[config.mk]
export PLATFORM = sky130hd
export DESIGN_NAME = rmq_front
export DESIGN_NICKNAME = d
export VERILOG_FILES = /design/src/design/assert_macros.svh /design/src/design/rmq_pkg.sv /design/src/design/rmq_front.sv
export SDC_FILE = /design/constraint.sdc
export NUM_CORES = 1
export LEC_CHECK = 0
export BUFFER_PORTS_ARGS = -buffer_cell sky130_fd_sc_hd__buf_2
export CAP_MARGIN = 40
export CORE_ASPECT_RATIO = 0.6
export CORE_UTILIZATION = 27
export CTS_CLUSTER_DIAMETER = 60
export DETAILED_ROUTE_END_ITERATION = 10
export SLEW_MARGIN = 20
export SYNTH_ARGS = -nofsm -noshare
export SYNTH_HDL_FRONTEND = slang
export SYNTH_SLANG_ARGS = --single-unit
[constraint.sdc]
create_clock -name clock -period 4.8 [get_ports clock]
set_clock_uncertainty 0.15 [all_clocks]
set_input_delay 0.48 -clock clock [delete_from_list [all_inputs] [get_ports clock]]
set_output_delay 0.48 -clock clock [all_outputs]
set_load 0.1 [all_outputs]
[src/design/assert_macros.svh]
// Assertion helpers shared by the conversion pipeline.
`ifndef ASSERT_MACROS_SVH
`define ASSERT_MACROS_SVH

// Implication in the same cycle.
`define RMQ_ASSERT_IMPL(label, clk, rst, ante, cons, msg) \
   label: assert property (@(posedge clk) disable iff (rst) (ante) |-> (cons)) else $error(msg);

// Implication checked in the cycle after the antecedent.
`define RMQ_ASSERT_NEXT(label, clk, rst, ante, cons, msg) \
   label: assert property (@(posedge clk) disable iff (rst) (ante) |=> (cons)) else $error(msg);

`endif

[src/design/rmq_pkg.sv]
package rmq_pkg;

   localparam int DATA_WIDTH_DEF = 16;
   localparam int FRAC_BITS_DEF  = 14;

   // Branch picked by the largest diagonal element.
   typedef enum logic [2:0] {
      SEL_X = 3'b001,
      SEL_Y = 3'b010,
      SEL_Z = 3'b100
   } sel_type;

endpackage

[src/design/rmq_front.sv]
module rmq_front #(
   parameter int DATA_WIDTH = 16,
   parameter int FRAC_BITS  = 14
) (
   input  logic                               clock,
   input  logic                               reset,
   input  logic                               en,
   input  logic                               in_valid,
   input  logic signed [DATA_WIDTH-1:0]       r00,
   input  logic signed [DATA_WIDTH-1:0]       r10,
   input  logic signed [DATA_WIDTH-1:0]       r20,
   input  logic signed [DATA_WIDTH-1:0]       r01,
   input  logic signed [DATA_WIDTH-1:0]       r11,
   input  logic signed [DATA_WIDTH-1:0]       r21,
   input  logic signed [DATA_WIDTH-1:0]       r02,
   input  logic signed [DATA_WIDTH-1:0]       r12,
   input  logic signed [DATA_WIDTH-1:0]       r22,
   output logic                               out_valid,
   output rmq_pkg::sel_type                   sel,
   output logic [DATA_WIDTH+FRAC_BITS+1:0]    x,
   output logic signed [DATA_WIDTH:0]         n0,
   output logic signed [DATA_WIDTH:0]         n1,
   output logic signed [DATA_WIDTH:0]         n2
);
   import rmq_pkg::*;

   localparam int AW = DATA_WIDTH + 3;
   localparam int XW = DATA_WIDTH + FRAC_BITS + 2;
   localparam logic signed [AW-1:0] ONE = AW'(1) << FRAC_BITS;

   logic signed [AW-1:0]         d00, d11, d22, arg;
   logic signed [DATA_WIDTH:0]   n0_in, n1_in, n2_in;
   logic [XW-1:0]                x_in;
   sel_type                      sel_in;
   logic                         valid_ff;
   sel_type                      sel_ff;
   logic [XW-1:0]                x_ff;
   logic signed [DATA_WIDTH:0]   n0_ff, n1_ff, n2_ff;

   assign d00 = AW'(r00);
   assign d11 = AW'(r11);
   assign d22 = AW'(r22);

   always_comb begin
      if (r00 > r11 && r00 > r22) begin
         sel_in = SEL_X;
         arg    = ONE + d00 - d11 - d22;
         n0_in  = {r01[DATA_WIDTH-1], r01} + {r10[DATA_WIDTH-1], r10};
         n1_in  = {r02[DATA_WIDTH-1], r02} + {r20[DATA_WIDTH-1], r20};
         n2_in  = {r21[DATA_WIDTH-1], r21} - {r12[DATA_WIDTH-1], r12};
      end else if (r11 > r22) begin
         sel_in = SEL_Y;
         arg    = ONE + d11 - d00 - d22;
         n0_in  = {r01[DATA_WIDTH-1], r01} + {r10[DATA_WIDTH-1], r10};
         n1_in  = {r12[DATA_WIDTH-1], r12} + {r21[DATA_WIDTH-1], r21};
         n2_in  = {r02[DATA_WIDTH-1], r02} - {r20[DATA_WIDTH-1], r20};
      end else begin
         sel_in = SEL_Z;
         arg    = ONE + d22 - d00 - d11;
         n0_in  = {r02[DATA_WIDTH-1], r02} + {r20[DATA_WIDTH-1], r20};
         n1_in  = {r12[DATA_WIDTH-1], r12} + {r21[DATA_WIDTH-1], r21};
         n2_in  = {r10[DATA_WIDTH-1], r10} - {r01[DATA_WIDTH-1], r01};
      end
      // radicand is arg scaled by 2^F, zero when arg is not positive
      if (arg > 0) begin
         x_in = {arg[AW-2:0], {FRAC_BITS{1'b0}}};
      end else begin
         x_in = '0;
      end
   end

   always_ff @(posedge clock) begin
      if (reset) begin
         valid_ff <= 1'b0;
      end else if (en) begin
         valid_ff <= in_valid;
      end
   end

   always_ff @(posedge clock) begin
      if (en) begin
         sel_ff <= sel_in;
         x_ff   <= x_in;
         n0_ff  <= n0_in;
         n1_ff  <= n1_in;
         n2_ff  <= n2_in;
      end
   end

   assign out_valid = valid_ff;
   assign sel       = sel_ff;
   assign x         = x_ff;
   assign n0        = n0_ff;
   assign n1        = n1_ff;
   assign n2        = n2_ff;

endmodule

==> results.md <==
* Critical-path maximum fanout at 18
* MaxCap Viol Count at 0
* Commonest non-fill, non-tap cell in the layout: ha_1
* Max Clk Rate at 217 MHz
* Hold Path Sink: out_valid$_SDFFE_PP0P_
* Status: complete, no violations
* Worst-Margin Slew at 807 ps
* Number of global-route vias before repair at 11.3k
* Fill cells at 5030
* Overflow after GRT at 0
* Mapped Cells at 1571
* Post-Synth Adder-Cell Area at 34.8%
* Routed vias/inst at 4.80
* Storage cell area at 2180 µm²
* Fraction of layout cells with a size suffix above 1 at 16.0%
* Worst vdd ir at 0.148 mV
* H-tree depth at 3
* Critical path endpoint category: flop
* Sequential power share at 17.7%
* Min-Delay Startpoint: reset
* Worst Path Required at 4810 ps
* Worst hold-check path type: in2reg
* Complex-gate fraction of the synthesized area at 18.8%
* Fin crit period at 4620 ps
* Post-cts repair resize count at 0
* Leakage power at 7.61 nW
* Placed cell area at 15300 µm²
* RR Startpoint: out_valid$_SDFFE_PP0P_
* NetSw at 3.05 mW
* Commonest cells after routing, fill and taps aside: ha_1 (282), inv_1 (232), buf_2 (220), nor2_1 (132), a21oi_1 (130)
* Comb pwr share at 69.4%
* Post-synthesis sequential area ratio at 16.3%
* Largest net degree at the start of global routing at 49
* Wire per inst at 18.3 µm
* Setup Buffers After CTS at 0
* CP Class: in2reg
* XOR/XNOR Fraction of Synth Area at 6.52%
* Initial Utilization at 27.7%
* Final hold violation count at 0
* Placer Congestion at 0.923
* Die extent in y at 175 µm
* Power per cell area at 347 nW/µm²
* DRC Markers at 0
* Routed via count at 11.7k
* Tot GR Track Use at 17.3%
* Post-synthesis mux area share at 1.95%
* Slew Viols, Final at 0
* Internal at 2.37 mW
* Global-route wire length before repair at 66.9 mm
* Clock group share of total power at 12.9%
* Hpwl dp at 38.3 mm
* Die W at 290 µm
* CTS tree: yes
* Hold Path Cell Cnt at 2
* Finish-stage setup viols at 0
* Drt first pass iters at 5
* Area occupied by multi-input gates at 10100 µm²
* Cell row count at 62
* WL final at 44.6 mm
* Post-synthesis area per instance at 8.55 µm²
* Worst r2r dst: out_valid$_SDFFE_PP0P_
* Clk Latency, worst-skew pair at 350 ps
* Post-route insts no fill at 2437
* #FFs+latches synth at 73
* RSZ-0062 raised after global routing: false
* Worst r2r path cells at 2
* Synth Cell Area at 13400 µm²
* Largest family of logic cells by synthesized area: adder cells
* Simple logic cell fraction of the synthesized area at 12.8%
* Placed Cells at 2409
* Setup TNS at 0 ps
* Synth Flop Type: edfxtp_1
* Final worst path period share at 96.2%
* Area grow syn2layout at 16.3%
* First DRT Iteration DRCs at 805
* CTS Buf Count at 9
* Flop-to-flop setup slack at 4060 ps
* NumNets Final at 2268
* Warnings from Yosys at 0
* EDFF count, synth at 72
* Clock tree buffer depth at 2
* Startpoint Class: input pin
* Critical Path AT at 4630 ps
* # port buffers at 220
* ANT nets after route at 0
* Synth unique cells at 89
* Sw frac at 56.2%
* # hold bufs at CTS at 0
* Initial antenna violation count at 15
* Io pins at 235
* Final Instance Area at 15600 µm²
* Clk slew on worst S/H paths at 70 ps
* Max-slew headroom at the worst pin at 45.8%
* Core ar. at 48500 µm²
* Ys async rst share at 0%
* Die ar. at 50700 µm²
* Clk sinks at 73
* Root Driver: clkbuf_16
-- flip-flops by register name, summed over array words and instances (netlist names) --
| name | cells |
|---|---|
| n0 | 17 |
| x | 18 |
| sel | 3 |
| out_valid | 1 |
| n2 | 17 |
| n1 | 17 |
-- metrics by stage --
step / total power, mW / util (%) / hold slack [ps] / worst slack, ps
3_5_place_dp: 4.70 / 31.6 / 342 / -89.6
6_report: 5.42 / 32.2 / 126 / 183
5_1_grt: 5.76 / 32.2 / 120 / 17.4
3_3_place_gp: 4.67 / 31.6 / 319 / -6.74
4_1_cts: 5.43 / 32.2 / 111 / 280
2_1_floorplan: 3.76 / - / 402 / 501
-- routing by layer --
| metal | track usage (%) | share of wire [%] | vias to the layer above |
|---|---|---|---|
| met5 | 0 | 0.061 | - |
| met4 | 3.08 | 1.4 | 4 |
| li1 | - | - | 5793 |
| met1 | 25.7 | 50 | 5584 |
| met2 | 25.2 | 41 | 293 |
| met3 | 4.21 | 7.0 | 31 |
-- power groups by stage --
stage	registers, mW	clock network [mW]	logic (mW)
CTS	0.963	0.724	3.74
finish	0.958	0.697	3.76
floorplan	1.99	0	1.78
detailed placement	0.975	0	3.73
global placement	0.974	0	3.70
global route	0.974	0.741	4.05
-- cells in the mapped netlist, types with 19 or more instances --
master      n  area, µm²
xnor2_1    72        631
nand2b_1   23        144
edfxtp_1   72       2160
nor3_1     36        180
a21oi_1   130        651
nand3_1    19       95.1
mux2i_1    25        250
xor2_1     28        245
nand2_1    66        248
o21ai_0    68        340
a31oi_1    19        119
nor2b_1    26        163
ha_1      282       3530
clkbuf_1   20       75.1
nor2_1    132        495
inv_1     232        871
fa_1       57       1140
-- final cells by class --
type	count	share of cell area, %
antenna	11	0.176
clock buffer	9	1.44
tap	640	5.13
timing repair buffer	243	8.39
multi-input combinational	1220	64.8
inverter	234	5.62
sequential	73	14.0
clock inverter	7	0.424
-- worst max path at each step --
stage                      start             endpoint  slack (ps)  cells past startpoint
final                     r00[4]  x[31]$_SDFFCE_PP0P_         180                     16
after floorplan           r00[2]  x[30]$_SDFFCE_PP0P_         500                     16
after detailed placement  r00[2]  x[15]$_SDFFCE_PP0P_         -90                     17
after global routing      r00[4]  x[31]$_SDFFCE_PP0P_          20                     16
after CTS                 r00[2]  x[15]$_SDFFCE_PP0P_         280                     17
after global placement    r00[2]  x[31]$_SDFFCE_PP0P_          -7                     17
-- cells by family (layout without fill, tap and decap cells) --
kind of cell / count (synthesis) / in the layout
buf+inv: 291 / 493
simple gates: 357 / 357
mux: 26 / 26
flops: 73 / 73
fa+ha+maj: 339 / 339
xor+xnor: 100 / 100
compound gates: 384 / 384
other cells: 1 / 25
-- critical path, stage by stage --
cell	delay, ps
buf_2	160
inv_1	110
fa_1	550
inv_1	70
ha_1	300
ha_1	370
a211oi_1	120
o21ai_0	420
a31oi_1	180
nor3_1	610
o22a_1	310
a21oi_1	80
a31oi_1	280
o21ai_2	110
buf_12	170
a2111oi_2	290
(Power assumes the default switching activity.)
