==> src/design/assert_macros.svh <==
// Assertion helpers shared by the conversion pipeline.
`ifndef ASSERT_MACROS_SVH
`define ASSERT_MACROS_SVH

// Implication in the same cycle.
`define RMQ_ASSERT_IMPL(label, clk, rst, ante, cons, msg) \
   label: assert property (@(posedge clk) disable iff (rst) (ante) |-> (cons)) else $error(msg);

// Implication checked in the cycle after the antecedent.
`define RMQ_ASSERT_NEXT(label, clk, rst, ante, cons, msg) \
   label: assert property (@(posedge clk) disable iff (rst) (ante) |=> (cons)) else $error(msg);

`endif

==> src/design/rmq_sqrt.sv <==
module rmq_sqrt #(
   parameter int XW = 32,
   parameter int SW = 8
) (
   input  logic                   clock,
   input  logic                   reset,
   input  logic                   en,
   input  logic                   in_valid,
   input  logic [XW-1:0]          x,
   input  logic [SW-1:0]          side,
   output logic                   out_valid,
   output logic [(XW+1)/2-1:0]    root,
   output logic [SW-1:0]          side_out
);
   localparam int RW  = (XW + 1) / 2;
   localparam int XPW = 2 * RW;
   localparam int RMW = RW + 1;

   logic [XPW-1:0] x_ff    [RW];
   logic [RMW-1:0] rem_ff  [RW];
   logic [RW-1:0]  root_ff [RW];
   logic [SW-1:0]  side_ff [RW];
   logic           valid_ff[RW];

   // one result bit per stage, two radicand bits consumed per stage
   for (genvar g = 0; g < RW; g++) begin : g_stage
      logic [XPW-1:0] x_cur;
      logic [RMW-1:0] rem_cur;
      logic [RW-1:0]  root_cur;
      logic [SW-1:0]  side_cur;
      logic           valid_cur;
      logic [RMW+1:0] rem_sh;
      logic [RMW+1:0] trial;
      logic [XPW-1:0] x_in;
      logic [RMW-1:0] rem_in;
      logic [RW-1:0]  root_in;

      if (g == 0) begin : g_head
         assign x_cur     = XPW'(x);
         assign rem_cur   = '0;
         assign root_cur  = '0;
         assign side_cur  = side;
         assign valid_cur = in_valid;
      end else begin : g_body
         assign x_cur     = x_ff[g-1];
         assign rem_cur   = rem_ff[g-1];
         assign root_cur  = root_ff[g-1];
         assign side_cur  = side_ff[g-1];
         assign valid_cur = valid_ff[g-1];
      end

      assign rem_sh = {rem_cur, x_cur[XPW-1 -: 2]};
      assign trial  = (RMW+2)'({root_cur, 2'b01});
      assign x_in   = {x_cur[XPW-3:0], 2'b00};

      always_comb begin
         if (rem_sh >= trial) begin
            rem_in  = RMW'(rem_sh - trial);
            root_in = {root_cur[RW-2:0], 1'b1};
         end else begin
            rem_in  = RMW'(rem_sh);
            root_in = {root_cur[RW-2:0], 1'b0};
         end
      end

      always_ff @(posedge clock) begin
         if (reset) begin
            valid_ff[g] <= 1'b0;
         end else if (en) begin
            valid_ff[g] <= valid_cur;
         end
      end

      always_ff @(posedge clock) begin
         if (en) begin
            x_ff[g]    <= x_in;
            rem_ff[g]  <= rem_in;
            root_ff[g] <= root_in;
            side_ff[g] <= side_cur;
         end
      end
   end

   assign out_valid = valid_ff[RW-1];
   assign root      = root_ff[RW-1];
   assign side_out  = side_ff[RW-1];

endmodule

==> config.mk <==
export PLATFORM = sky130hd
export DESIGN_NAME = rmq_sqrt
export DESIGN_NICKNAME = d
export VERILOG_FILES = /design/src/design/assert_macros.svh /design/src/design/rmq_sqrt.sv
export SDC_FILE = /design/constraint.sdc
export NUM_CORES = 1
export LEC_CHECK = 0
export BUFFER_PORTS_ARGS = -buffer_cell sky130_fd_sc_hd__buf_2
export CAP_MARGIN = 20
export CORE_MARGIN = 2
export CORE_UTILIZATION = 57
export CTS_CLUSTER_SIZE = 10
export DETAILED_ROUTE_END_ITERATION = 16
export GPL_TIMING_DRIVEN = 1
export HOLD_SLACK_MARGIN = 0.06
export PLACE_DENSITY = 0.76
export SLEW_MARGIN = 30
export SYNTH_ARGS = -nofsm -noshare
export SYNTH_HDL_FRONTEND = slang
export SYNTH_SLANG_ARGS = --single-unit
==> constraint.sdc <==
create_clock -name clock -period 2.7 [get_ports clock]
set_clock_uncertainty 0.2 [all_clocks]
set_input_delay 0.54 -clock clock [delete_from_list [all_inputs] [get_ports clock]]
set_output_delay 0.54 -clock clock [all_outputs]
set_load 0.05 [all_outputs]
==> results.txt, run 1 <==
----------------------------------------------------
[Placed design]
  Total of buffers placed on input and output ports ... 68
  DP Wirelength ... 38950 µm
  Post-Place Cells ... 3273
  Worst slack at placement ... -214.9 ps
  GP Congestion ... 0.8785
  Cell area after placement ... 35400 µm²

[Drt]
  DRT Wirelength ... 62120 µm
  Starting DRC count in detailed routing ... 1140
  DRC violation count after routing ... 0
  Vias per inst ... 5.555
  WL per Instance ... 17.88 µm
  DR vias ... 19310
  Count of TritonRoute iterations in the first routing pass ... 6
  Antenna-violating nets left ... 0

[Timing]
  Final Slew Violations ... 0
  Setup repair after global routing missed its margin ... yes
  Setup total negative slack ... -1295 ps
  Final Cycle Share ... 104.6%
  Number of failing setup endpoints in the final timing report ... 24
  Final worst path period need ... 2824 ps
  Max_slew headroom ... 49.58%
  Worst setup margin ... -123.7 ps
  Final Hold Slack ... 210.2 ps
  Worst-margin pin slew ... 754.8 ps
  FMAX ... 354.1 MHz
  Final Hold Vio Count ... 0

[GRT]
  Total routing usage reported by global routing ... 20.55%
  GRT overflow ... 0
  Number of global-route vias before repair ... 19940
  Initial antenna violation count ... 0
  Pin count of the biggest net entering global routing ... 117
  First-pass GRT wire length ... 97800 µm

[Clock tree]
  CTS tree ... done
  Clock Root Buffer ... clkbuf_16
  Clock buffer depth ... 3
  H-tree depth ... 3
  Clock Pin Slew Worst Setup and Hold Paths ... 50 ps
  Clock buffers created by TritonCTS ... 86
  Insertion delay of the later-clocked pin in the worst-skew pair ... 630 ps
  Clock sink count ... 757

[Yosys]
  Share of synthesized flip-flops with an asynchronous set or reset ... 0%
  Cell taking the most area after synthesis ... edfxtp_1
  Share of Yosys cell area claimed by the top area cell type ... 69.51%
  Synth Net Count ... 2493
  Synthesized instance count ... 2297
  Top cells by area in the synthesized netlist ... edfxtp_1 (70%), ha_1 (5.8%), xnor2_1 (2.5%)
  Flops & latches, synth ... 757
  Cell types with the highest counts after synthesis ... edfxtp_1 (757), inv_1 (176), nor2_1 (158)
  Predominant post-synthesis flop cell ... edfxtp_1
  Synth Area per Inst ... 14.24 µm²
  Synthesized cell area ... 32700 µm²
  Dominant cell by count in the synthesized netlist ... edfxtp_1
  Portion of the post-synthesis area used by sequential elements ... 69.51%
  Post-synth EDFFs ... 757
  Synth Warn # ... 0
  Number of distinct library cells after synthesis ... 70

[Cells and area]
  Fraction of layout instances using a drive strength above 1 ... 22.03%
  Design area ... 39800 µm²
  Multi-input gate area ... 10240 µm²
  Area Overhead vs Synth ... 21.70%
  Number of inserted filler cells in the final layout ... 3646
  Diode insertion count for antenna repair ... 0
  Fraction of the core area covered by cells at the end of the flow ... 70.31%
  Post-layout instance count excluding filler cells ... 3475
  FF/Latch Area ... 22730 µm²
  Post-layout nets ... 2901

[Pwr]
  PwrDens ... 755.3 nW/µm²
  Peak supply drop ... 0.0007732 V
  Cell leakage power ... 15.39 nW
  Total power consumption of the routed design ... 30.06 mW

[Hold path]
  Hold-critical path depth ... 0
  Terminating pin of the worst hold path ... x_ff[0][116]
  Class of the tightest hold or removal check ... reg2reg
  Origin of the worst min-delay path ... x_ff[0][84]

[Floorplan]
  Area of the core ... 56600 µm²
  Die area ... 59300 µm²
  Initial cell density of the core ... 57.77%
  Die H ... 243.5 µm
  Die X ... 243.5 µm
  Core Rows ... 87
  Number of top-level design ports ... 69

[Critical path]
  CP Capture Type ... register
  Biggest fanout along the worst timing path ... 14
  Worst reg-to-reg setup slack ... -120 ps
  Critical path start-end classification ... reg2reg
  Worst r2r src ... rem_ff[1][53]
  Path depth of the worst reg2reg path ... 9
  Data arrival, critical path ... 3010 ps
  Worst path required time ... 2890 ps
  Reg2Reg Capture Point ... rem_ff[1][72]
  Critical path launch point type ... register

[Run status]
  Failing checks ... negative setup slack
  Run status ... finished with violations

[Run]
  Max Cap Violations ... 0

----------------------------------------------------
==> layer usage <==
metal  global-route usage, %  vias to the layer above  share of wire, %
met3                   3.382                      165               3.2
li1                        -                     9306                 -
met5                       0                        -                 0
met1                   24.30                     9414                41
met2                   37.70                      420                53
met4                   7.496                        0               3.3
==> power breakdown <==
part | total (mW) | switching, mW | internal (mW) | leakage (nW)
clock network | 10.0 | 4.33 | 5.72 | 1.14
logic | 4.98 | 2.59 | 2.39 | 6.94
registers | 15.0 | 0.653 | 14.4 | 7.30
total | 30.1 | 7.57 | 22.5 | 15.4
==> critical path, stage by stage (launching register included) <==
cell,delay [ps]
edfxtp_1,410
ha_2,210
or3_1,370
o22ai_2,200
a21oi_2,100
o41a_1,370
a211oi_4,290
buf_6,210
a211oi_1,60
a21o_1,160
==> what timing repair did <==
item | in CTS | in global routing
setup endpoints to repair | 103 | 153
buffers inserted | 14 | 45
pin swaps | 22 | 49
gates resized for setup | 63 | 154
gates cloned | 1 | 1
hold buffers | 43 | 0
hold endpoints to repair | 53 | 0
==> final cells by class <==
class                   count  share of cell area [%]
clock buffers              92                   5.464
clock inverters            10                  0.4904
inverters                 177                   1.669
multi-input cells        1329                   25.74
flip-flops and latches    757                   57.12
well taps                 756                   2.377
repair buffers            354                   7.140
==> logic make-up after synthesis <==
group	synth area share [%]
AOI/OAI and AO/OA	8.065
xor gates and xnor gates	4.365
adders and majority gates	5.815
buffers and inverters	2.475
DFF	69.51
muxes	1.113
other	0.01147
and+or+nand+nor	8.643
==> placed cells by master, fill, tap and decap left out, types with 32 or more instances in the layout <==
| cell | netlist | final |
|---|---|---|
| inv_1 | 176 | 173 |
| nor3_1 | 62 | 49 |
| ha_4 | 0 | 32 |
| buf_4 | 2 | 215 |
| a21oi_1 | 123 | 110 |
| ha_1 | 152 | 114 |
| xnor2_1 | 95 | 94 |
| nor2_1 | 158 | 150 |
| dlygate4sd3_1 | 0 | 43 |
| buf_2 | 8 | 67 |
| clkbuf_16 | 0 | 87 |
| xor2_1 | 68 | 68 |
| o21ai_0 | 101 | 79 |
| a21o_1 | 47 | 47 |
| o21a_1 | 38 | 36 |
| nand2b_1 | 36 | 32 |
| nand2_1 | 113 | 110 |
| edfxtp_1 | 757 | 757 |
==> flip-flops by register name, indices dropped and copies added (netlist names) <==
register  flops
rem_ff      237
x_ff        240
valid_ff     16
side_ff     128
root_ff     136
==> worst max path at each step <==
stage             startpoint              to  slack [ps]  depth (start not counted)
6_report       rem_ff[1][53]   rem_ff[1][72]        -120                          9
4_1_cts        rem_ff[1][53]   rem_ff[1][72]        -110                          9
3_5_place_dp   rem_ff[1][72]   rem_ff[1][99]        -210                         10
5_1_grt        rem_ff[0][70]  rem_ff[0][101]        -230                         10
2_1_floorplan  rem_ff[1][53]   rem_ff[1][80]        -110                          8
3_3_place_gp   rem_ff[1][72]  rem_ff[1][101]        -120                         10
Power figures use the tool's default switching activity.
==> inputs of run 2 (changes only) <==
==> constraint.sdc (replaced) <==
create_clock -name clock -period 2.7 [get_ports clock]
set_clock_uncertainty 0.2 [all_clocks]
set_input_delay 0.27 -clock clock [delete_from_list [all_inputs] [get_ports clock]]
set_output_delay 0.27 -clock clock [all_outputs]
set_load 0.05 [all_outputs]
==> run 2 against run 1 <==
  * Die area stayed put
  * Sequential power about the same
  * Routed wire length up 3.4%
  * Final area is 0.95% higher
  * Critical path depth stayed put
  * Via count up 2.3%
  * Clock power is essentially flat
  * Total power increased by 1.0%
  * The flow still finishes with violations (negative setup slack)
==> results.txt, run 2 (same netlist as run 1, synthesis figures left out) <==
----------------------------------------------------
[Clock tree]
  Clock Root Buffer ... clkbuf_16
  Clock buffer depth ... 3 (unchanged)
  CTS tree ... done
  Clock buffers created by TritonCTS ... 86 (unchanged)
  Insertion delay of the later-clocked pin in the worst-skew pair ... 640 ps (about the same)
  H-tree depth ... 3 (unchanged)
  Clock sink count ... 757 (unchanged)
  Clock Pin Slew Worst Setup and Hold Paths ... 50 ps (about the same)

[Critical path]
  Maximum cell stage delay along the critical path ... 400 ps (about the same)
  Library cell contributing the largest single delay on the critical path ... edfxtp_1
  CP Capture Type ... register
  Biggest fanout along the worst timing path ... 6 (-8)
  Worst path required time ... 2950 ps (+60 ps)
  Critical path start-end classification ... reg2reg
  Critical path launch point type ... register
  Worst Path Buf+Inv ... 2 (+1)
  Critical path launch point ... rem_ff[1][53]
  Cell class contributing the biggest share of worst-path delay ... compound AO/OA/AOI/OAI gates
  Cell breakdown of the critical path ... ha_2 > or3_1 > o22ai_2 > a21oi_2 > o41a_1 > a211oi_4 > buf_6 > buf_12 > mux2i_1
  Worst r2r src ... rem_ff[1][53]
  Data arrival, critical path ... 3120 ps (+110 ps)

[Timing]
  Final Slew Violations ... 0 (unchanged)
  Worst-margin pin slew ... 769.3 ps (+14.49 ps)
  Setup repair after global routing missed its margin ... yes
  Number of failing setup endpoints in the final timing report ... 35 (+46%)
  Max_slew headroom ... 48.61% (-0.97 points)
  Final worst path period need ... 2867 ps (+43.32 ps)
  Worst setup margin ... -167.0 ps (-43.32 ps)
  Final Hold Vio Count ... 0 (unchanged)
  Final Cycle Share ... 106.2% (+1.6 points)
  Final Hold Slack ... 142.6 ps (-67.65 ps)
  FMAX ... 348.8 MHz (-1.5%)

[Pwr]
  Part of the power in the clock network ... 33.4% (about the same)
  PwrDens ... 756.1 nW/µm² (about the same)
  Cell leakage power ... 15.57 nW (+1.2%)
  Switching share of total power ... 25.46% (+0.29 points)
  P_int ... 22.64 mW (+0.66%)
  Net switching component of the power ... 7.734 mW (+2.2%)
  Portion of total power attributed to sequential cells ... 49.6% (-0.4 points)
  Peak supply drop ... 0.0007498 V (-3.0%)
  Relative contribution of combinational cells to total power ... 17.0% (+0.4 points)

[Floorplan]
  Core Rows ... 87 (unchanged)
  Initial cell density of the core ... 57.77% (unchanged)
  Area of the core ... 56600 µm² (unchanged)
  Die area ... 59300 µm² (unchanged)
  Die X ... 243.5 µm (unchanged)
  Die H ... 243.5 µm (unchanged)
  Number of top-level design ports ... 69 (unchanged)

[Cells and area]
  Largest register by flop count ... x_ff
  Fraction of layout instances using a drive strength above 1 ... 23.43% (+1.4 points)
  Max reg flops ... 240 (unchanged)
  Post-layout nets ... 2922 (+0.72%)
  Number of inserted filler cells in the final layout ... 3569 (-2.1%)
  Design area ... 40180 µm² (+0.95%)
  Area Overhead vs Synth ... 22.85%
  Fraction of the core area covered by cells at the end of the flow ... 70.98% (+0.67 points)
  Multi-input gate area ... 10430 µm² (+1.8%)
  Most frequent cells in the layout ... edfxtp_1 (757), buf_4 (231), inv_1 (168)
  Post-layout instance count excluding filler cells ... 3496 (+0.60%)
  Largest regs ... x_ff: 240 flops, rem_ff: 237 flops, root_ff: 136 flops
  Diode insertion count for antenna repair ... 0 (unchanged)
  Commonest non-fill, non-tap cell in the layout ... edfxtp_1
  FF/Latch Area ... 22730 µm² (unchanged)

[Hold path]
  Class of the tightest hold or removal check ... in2reg
  Origin of the worst min-delay path ... side[4]

[Drt]
  Count of TritonRoute iterations in the first routing pass ... 6 (unchanged)
  DRT Wirelength ... 64210 µm (+3.4%)
  Vias per inst ... 5.647 (+1.7%)
  DR vias ... 19740 (+2.3%)
  Antenna-violating nets left ... 0 (unchanged)
  WL per Instance ... 18.37 µm (+2.7%)
  Starting DRC count in detailed routing ... 1307 (+15%)
  DRC violation count after routing ... 0 (unchanged)

[Placed design]
  Cell area after placement ... 35480 µm² (+0.22%)
  GP Congestion ... 0.9014 (+2.6%)
  DP Wirelength ... 39460 µm (+1.3%)
  Post-Place Cells ... 3285 (+0.37%)
  Total of buffers placed on input and output ports ... 68 (unchanged)
  Worst slack at placement ... -191.9 ps (+23.01 ps)

[GRT]
  Number of global-route vias before repair ... 20300 (+1.8%)
  First-pass GRT wire length ... 99300 µm (+1.5%)
  Total routing usage reported by global routing ... 20.87% (+0.33 points)
  GRT overflow ... 0 (unchanged)
  Initial antenna violation count ... 0 (unchanged)
  Pin count of the biggest net entering global routing ... 113 (-3.4%)

[Run status]
  Run status ... finished with violations
  Failing checks ... negative setup slack

[Run]
  Max Cap Violations ... 0 (unchanged)

----------------------------------------------------
-- run 2: per-layer routing --
layer / up-vias / GRT usage [%] / wire [µm]
met5: - / 0 / 0
met4: 0 / 8.303 / 2451
met3: 185 / 3.668 / 2536
met2: 520 / 38.50 / 34120
met1: 9677 / 24.06 / 25100
li1: 9361 / - / -
-- run 2: layout make-up --
cell class                 count  area share [%]
timing repair buffer         375           7.549
multi-input combinational   1329           25.95
inverter                     177           1.660
sequential                   757           56.58
tap                          756           2.354
clock buffer                  93           5.475
clock inverter                 9          0.4267
-- run 2: power by group through the flow --
stage          clock [mW]  combinational (mW)  sequential [mW]
3_5_place_dp            0                4.29             15.2
5_1_grt              10.8                5.65             15.2
2_1_floorplan           0                2.76             15.0
4_1_cts              10.4                4.54             15.0
3_3_place_gp            0                4.13             15.2
6_report             10.2                5.17             15.1
-- run 2: per-stage QoR --
step / power [mW] / setup TNS, ps
global placement: 19.29 / -2050
detailed placement: 19.50 / -6740
CTS: 29.91 / -1179
global route: 31.61 / -7004
floorplan: 17.81 / -518.7
finish: 30.38 / -2538
-- run 2: worst paths after layout --
check	depth (start not counted)	end	slack [ps]
max reg2reg	9	rem_ff[1][69]	-170
min	2	side_ff[0][4]	140
max	9	rem_ff[1][69]	-170
min reg2reg	0	x_ff[0][173]	200
-- run 2: repair_timing --
action,in CTS,in global routing
hold buffers,45,0
buffers inserted,13,47
cloned,0,5
pin swaps,28,66
gates resized for setup,67,206
hold endpoints to repair,109,0
setup endpoints to repair,104,147
-- run 2: worst register-to-register path: cells and delay by family (launching register included) --
kind	cells	cell delay, ps
AOI/OAI and AO/OA	4	1030
muxes	1	210
DFF	1	400
buffers and inverters	2	290
and+or+nand+nor	1	370
adders and majority gates	1	200
==> inputs of run 3 (changes only) <==
- ABC_AREA: unset -> 1
==> run 3 against run 2 <==
  * The run now ends clean
  * Combinational power shrank 6.8%
  * Global-route usage grew 1.2 points
  * Routed wire length grew 12%
  * Maximum frequency grew 14%
  * Synthesized cell count grew 55%
  * Core utilization shrank 6.1 points
  * Worst hold slack lost 5.2 ps
  * Area after synthesis grew 11%
  * First-iteration DRC count grew 40%
  * Cell count grew 33%
  * Via count grew 22%
  * Sequential share of layout area shrank 1.1 points
==> results.txt, run 3 <==
----------------------------------------------------
[Yosys]
  Cell types with the highest counts after synthesis ... nand2_1 (1097), edfxtp_1 (757), inv_1 (609)
  Share of Yosys cell area claimed by the top area cell type ... 62.49% (-7.0 points)
  Flops & latches, synth ... 757 (unchanged)
  Post-synth EDFFs ... 757 (unchanged)
  Synthesized cell area ... 36380 µm² (+11%)
  Share of synthesized flip-flops with an asynchronous set or reset ... 0% (unchanged)
  Cell taking the most area after synthesis ... edfxtp_1
  Portion of the post-synthesis area used by sequential elements ... 62.49% (-7.0 points)
  Synth Net Count ... 3761 (+51%)
  Synthesized instance count ... 3565 (+55%)
  Synth Warn # ... 0 (unchanged)
  Predominant post-synthesis flop cell ... edfxtp_1
  Dominant cell by count in the synthesized netlist ... nand2_1
  Top cells by area in the synthesized netlist ... edfxtp_1 (62%), nand2_1 (11%), inv_1 (6.3%)
  Synth Area per Inst ... 10.20 µm² (-28%)
  Number of distinct library cells after synthesis ... 44 (-37%)

[Critical path]
  Maximum cell stage delay along the critical path ... 440 ps (+40 ps)
  Worst reg-to-reg setup slack ... 180 ps (+350 ps)
  Worst path required time ... 2840 ps (-110 ps)
  Cell type with the highest occurrence count on the critical path ... nand2_1
  Library cell contributing the largest single delay on the critical path ... edfxtp_1
  CP Capture Type ... register
  Critical path start-end classification ... reg2reg
  Data arrival, critical path ... 2660 ps (-460 ps)
  Reg2Reg Capture Point ... rem_ff[1][42]
  Worst r2r src ... root_ff[1][25]
  Biggest fanout along the worst timing path ... 11 (+5)
  Path depth of the worst reg2reg path ... 12 (+3)
  Cell breakdown of the critical path ... inv_1 > ha_1 > nand2_1 > inv_1 > nand2_1 > nor2_1 > nand3_1 > nand2_1 > nor2_4 > buf_4 > nand2_1 > o21ai_2
  Critical path launch point type ... register

[Pwr]
  PwrDens ... 739.1 nW/µm² (-2.2%)
  Cell leakage power ... 18.27 nW (+17%)
  Peak supply drop ... 0.0006262 V (-16%)
  Total power consumption of the routed design ... 30.27 mW (-0.34%)

[Floorplan]
  Initial cell density of the core ... 57.67% (-0.10 points)
  Die X ... 256.6 µm (+5.4%)
  Core Rows ... 92 (+5.7%)
  Die H ... 256.6 µm (+5.4%)
  Die area ... 65860 µm² (+11%)
  Area of the core ... 63080 µm² (+11%)
  Number of top-level design ports ... 69 (unchanged)

[Placed design]
  Worst slack at placement ... 38.33 ps (+230.3 ps)
  Cell area after placement ... 38010 µm² (+7.1%)
  Post-Place Cells ... 4492 (+37%)
  DP Wirelength ... 50260 µm (+27%)
  Total of buffers placed on input and output ports ... 68 (unchanged)
  GP Congestion ... 0.9401 (+4.3%)

[Timing]
  Setup total negative slack ... 0 ps (+2538 ps)
  FMAX ... 397.2 MHz (+14%)
  Number of failing setup endpoints in the final timing report ... 0 (-100%)
  Final worst path period need ... 2518 ps (-349.3 ps)
  Worst setup margin ... 182.3 ps (+349.3 ps)
  Max_slew headroom ... 60.79% (+12 points)
  Setup repair after global routing missed its margin ... no
  Final Hold Vio Count ... 0 (unchanged)
  Final Slew Violations ... 0 (unchanged)
  Final Cycle Share ... 93.25% (-13 points)
  Worst-margin pin slew ... 583.7 ps (-185.6 ps)

[GRT]
  Pin count of the biggest net entering global routing ... 111 (-1.8%)
  First-pass GRT wire length ... 116300 µm (+17%)
  Initial antenna violation count ... 0 (unchanged)
  Number of global-route vias before repair ... 22910 (+13%)
  Total routing usage reported by global routing ... 22.04% (+1.2 points)
  GRT overflow ... 0 (unchanged)

[Hold path]
  Class of the tightest hold or removal check ... in2reg
  Terminating pin of the worst hold path ... x_ff[0][22]
  Origin of the worst min-delay path ... x[22]
  Hold-critical path depth ... 2 (unchanged)

[Clock tree]
  Clock Pin Slew Worst Setup and Hold Paths ... 50 ps (about the same)
  Clock sink count ... 757 (unchanged)
  Post-CTS repair timing setup buffer count ... 0 (-13)
  Clock buffers created by TritonCTS ... 89 (+3.5%)
  CTS tree ... done
  Clock buffer depth ... 3 (unchanged)
  H-tree depth ... 3 (unchanged)
  Clock Root Buffer ... clkbuf_16
  Insertion delay of the later-clocked pin in the worst-skew pair ... 650 ps (about the same)

[Cells and area]
  Post-layout instance count excluding filler cells ... 4656 (+33%)
  Diode insertion count for antenna repair ... 0 (unchanged)
  Most frequent cells in the layout ... nand2_1 (1096), edfxtp_1 (757), inv_1 (609)
  Area Overhead vs Synth ... 12.58%
  Commonest non-fill, non-tap cell in the layout ... nand2_1
  Post-layout nets ... 3977 (+36%)
  Number of inserted filler cells in the final layout ... 4944 (+39%)
  Largest regs ... x_ff: 240 flops, rem_ff: 237 flops, root_ff: 136 flops
  Design area ... 40960 µm² (+1.9%)
  Largest register by flop count ... x_ff
  Fraction of layout instances using a drive strength above 1 ... 7.900% (-16 points)
  Max reg flops ... 240 (unchanged)

[Drt]
  Vias per inst ... 5.171 (-8.4%)
  DRC violation count after routing ... 0 (unchanged)
  DRT Wirelength ... 72070 µm (+12%)
  WL per Instance ... 15.48 µm (-16%)
  Starting DRC count in detailed routing ... 1824 (+40%)
  DR vias ... 24080 (+22%)
  Antenna-violating nets left ... 0 (unchanged)
  Count of TritonRoute iterations in the first routing pass ... 5 (-1)

[Run status]
  Run status ... complete, no violations

[Run]
  Max Cap Violations ... 0 (unchanged)

----------------------------------------------------
[run 3: kinds of logic (layout without fill, tap and decap cells)]
family	after synthesis	after routing	share of synthesized area (%)
and+or+nand+nor	1706	1706	20.04
buffers and inverters	648	893	6.996
AOI/OAI and AO/OA	216	216	3.192
xor gates and xnor gates	85	85	2.046
DFF	757	757	62.49
other	1	1	0.01031
adders and majority gates	152	152	5.228
[run 3: how the worst max path moves through the flow]
stage	from	end	slack [ps]	depth (start not counted)
2_1_floorplan	rem_ff[1][4]	rem_ff[1][20]	610	12
3_3_place_gp	rem_ff[0][123]	rem_ff[1][1]	4	10
3_5_place_dp	root_ff[0][115]	rem_ff[1][1]	40	11
4_1_cts	root_ff[0][115]	rem_ff[1][1]	10	11
5_1_grt	root_ff[1][1]	rem_ff[1][33]	20	10
6_report	root_ff[1][25]	rem_ff[1][42]	180	12
[run 3: timing repair]
item | 4_1_cts | 5_1_grt
hold buffers | 44 | 0
gates resized for setup | 0 | 6
setup endpoints to repair | 0 | 28
endpoints found under the hold margin | 111 | 0
[run 3: through the flow]
| stage | hold slack [ps] | utilization (%) |
|---|---|---|
| after floorplan | 168.9 | - |
| after global placement | 200.2 | 60.25 |
| after detailed placement | 204.5 | 60.25 |
| after CTS | 107.0 | 64.90 |
| after global routing | 135.2 | 64.93 |
| final | 137.3 | 64.93 |
[run 3: metal layers]
layer	GRT usage [%]	vias up	wire length, µm
li1	-	12170	-
met1	31.84	11150	33290
met2	34.75	658	32950
met3	3.233	107	4282
met4	6.864	0	1544
met5	0	-	0
[run 3: worst max-delay path, delay by kind of cell, from the launching register on]
kind                     cells  cell delay, ps
AO/OA/AOI/OAI                1              90
buffers and inverters        3             360
flip-flops                   1             440
AND/OR/NAND/NOR              7             780
adder cells (fa/ha/maj)      1             360
[run 3: area by class of cell]
cell class	instances	area, µm²	share of cell area [%]
multi-input combinational	2160	11120	27.14
timing repair buffer	154	1231	3.006
sequential	757	22730	55.50
clock buffer	102	2297	5.609
inverter	619	2327	5.682
tap	846	1059	2.585
clock inverter	18	192.7	0.4705
[run 3: where the power goes]
group	internal [mW]	leakage [nW]	switching (mW)
logic	1.67	9.74	3.15
registers	14.3	7.31	0.639
clock network	6.10	1.22	4.41
total	22.1	18.3	8.20
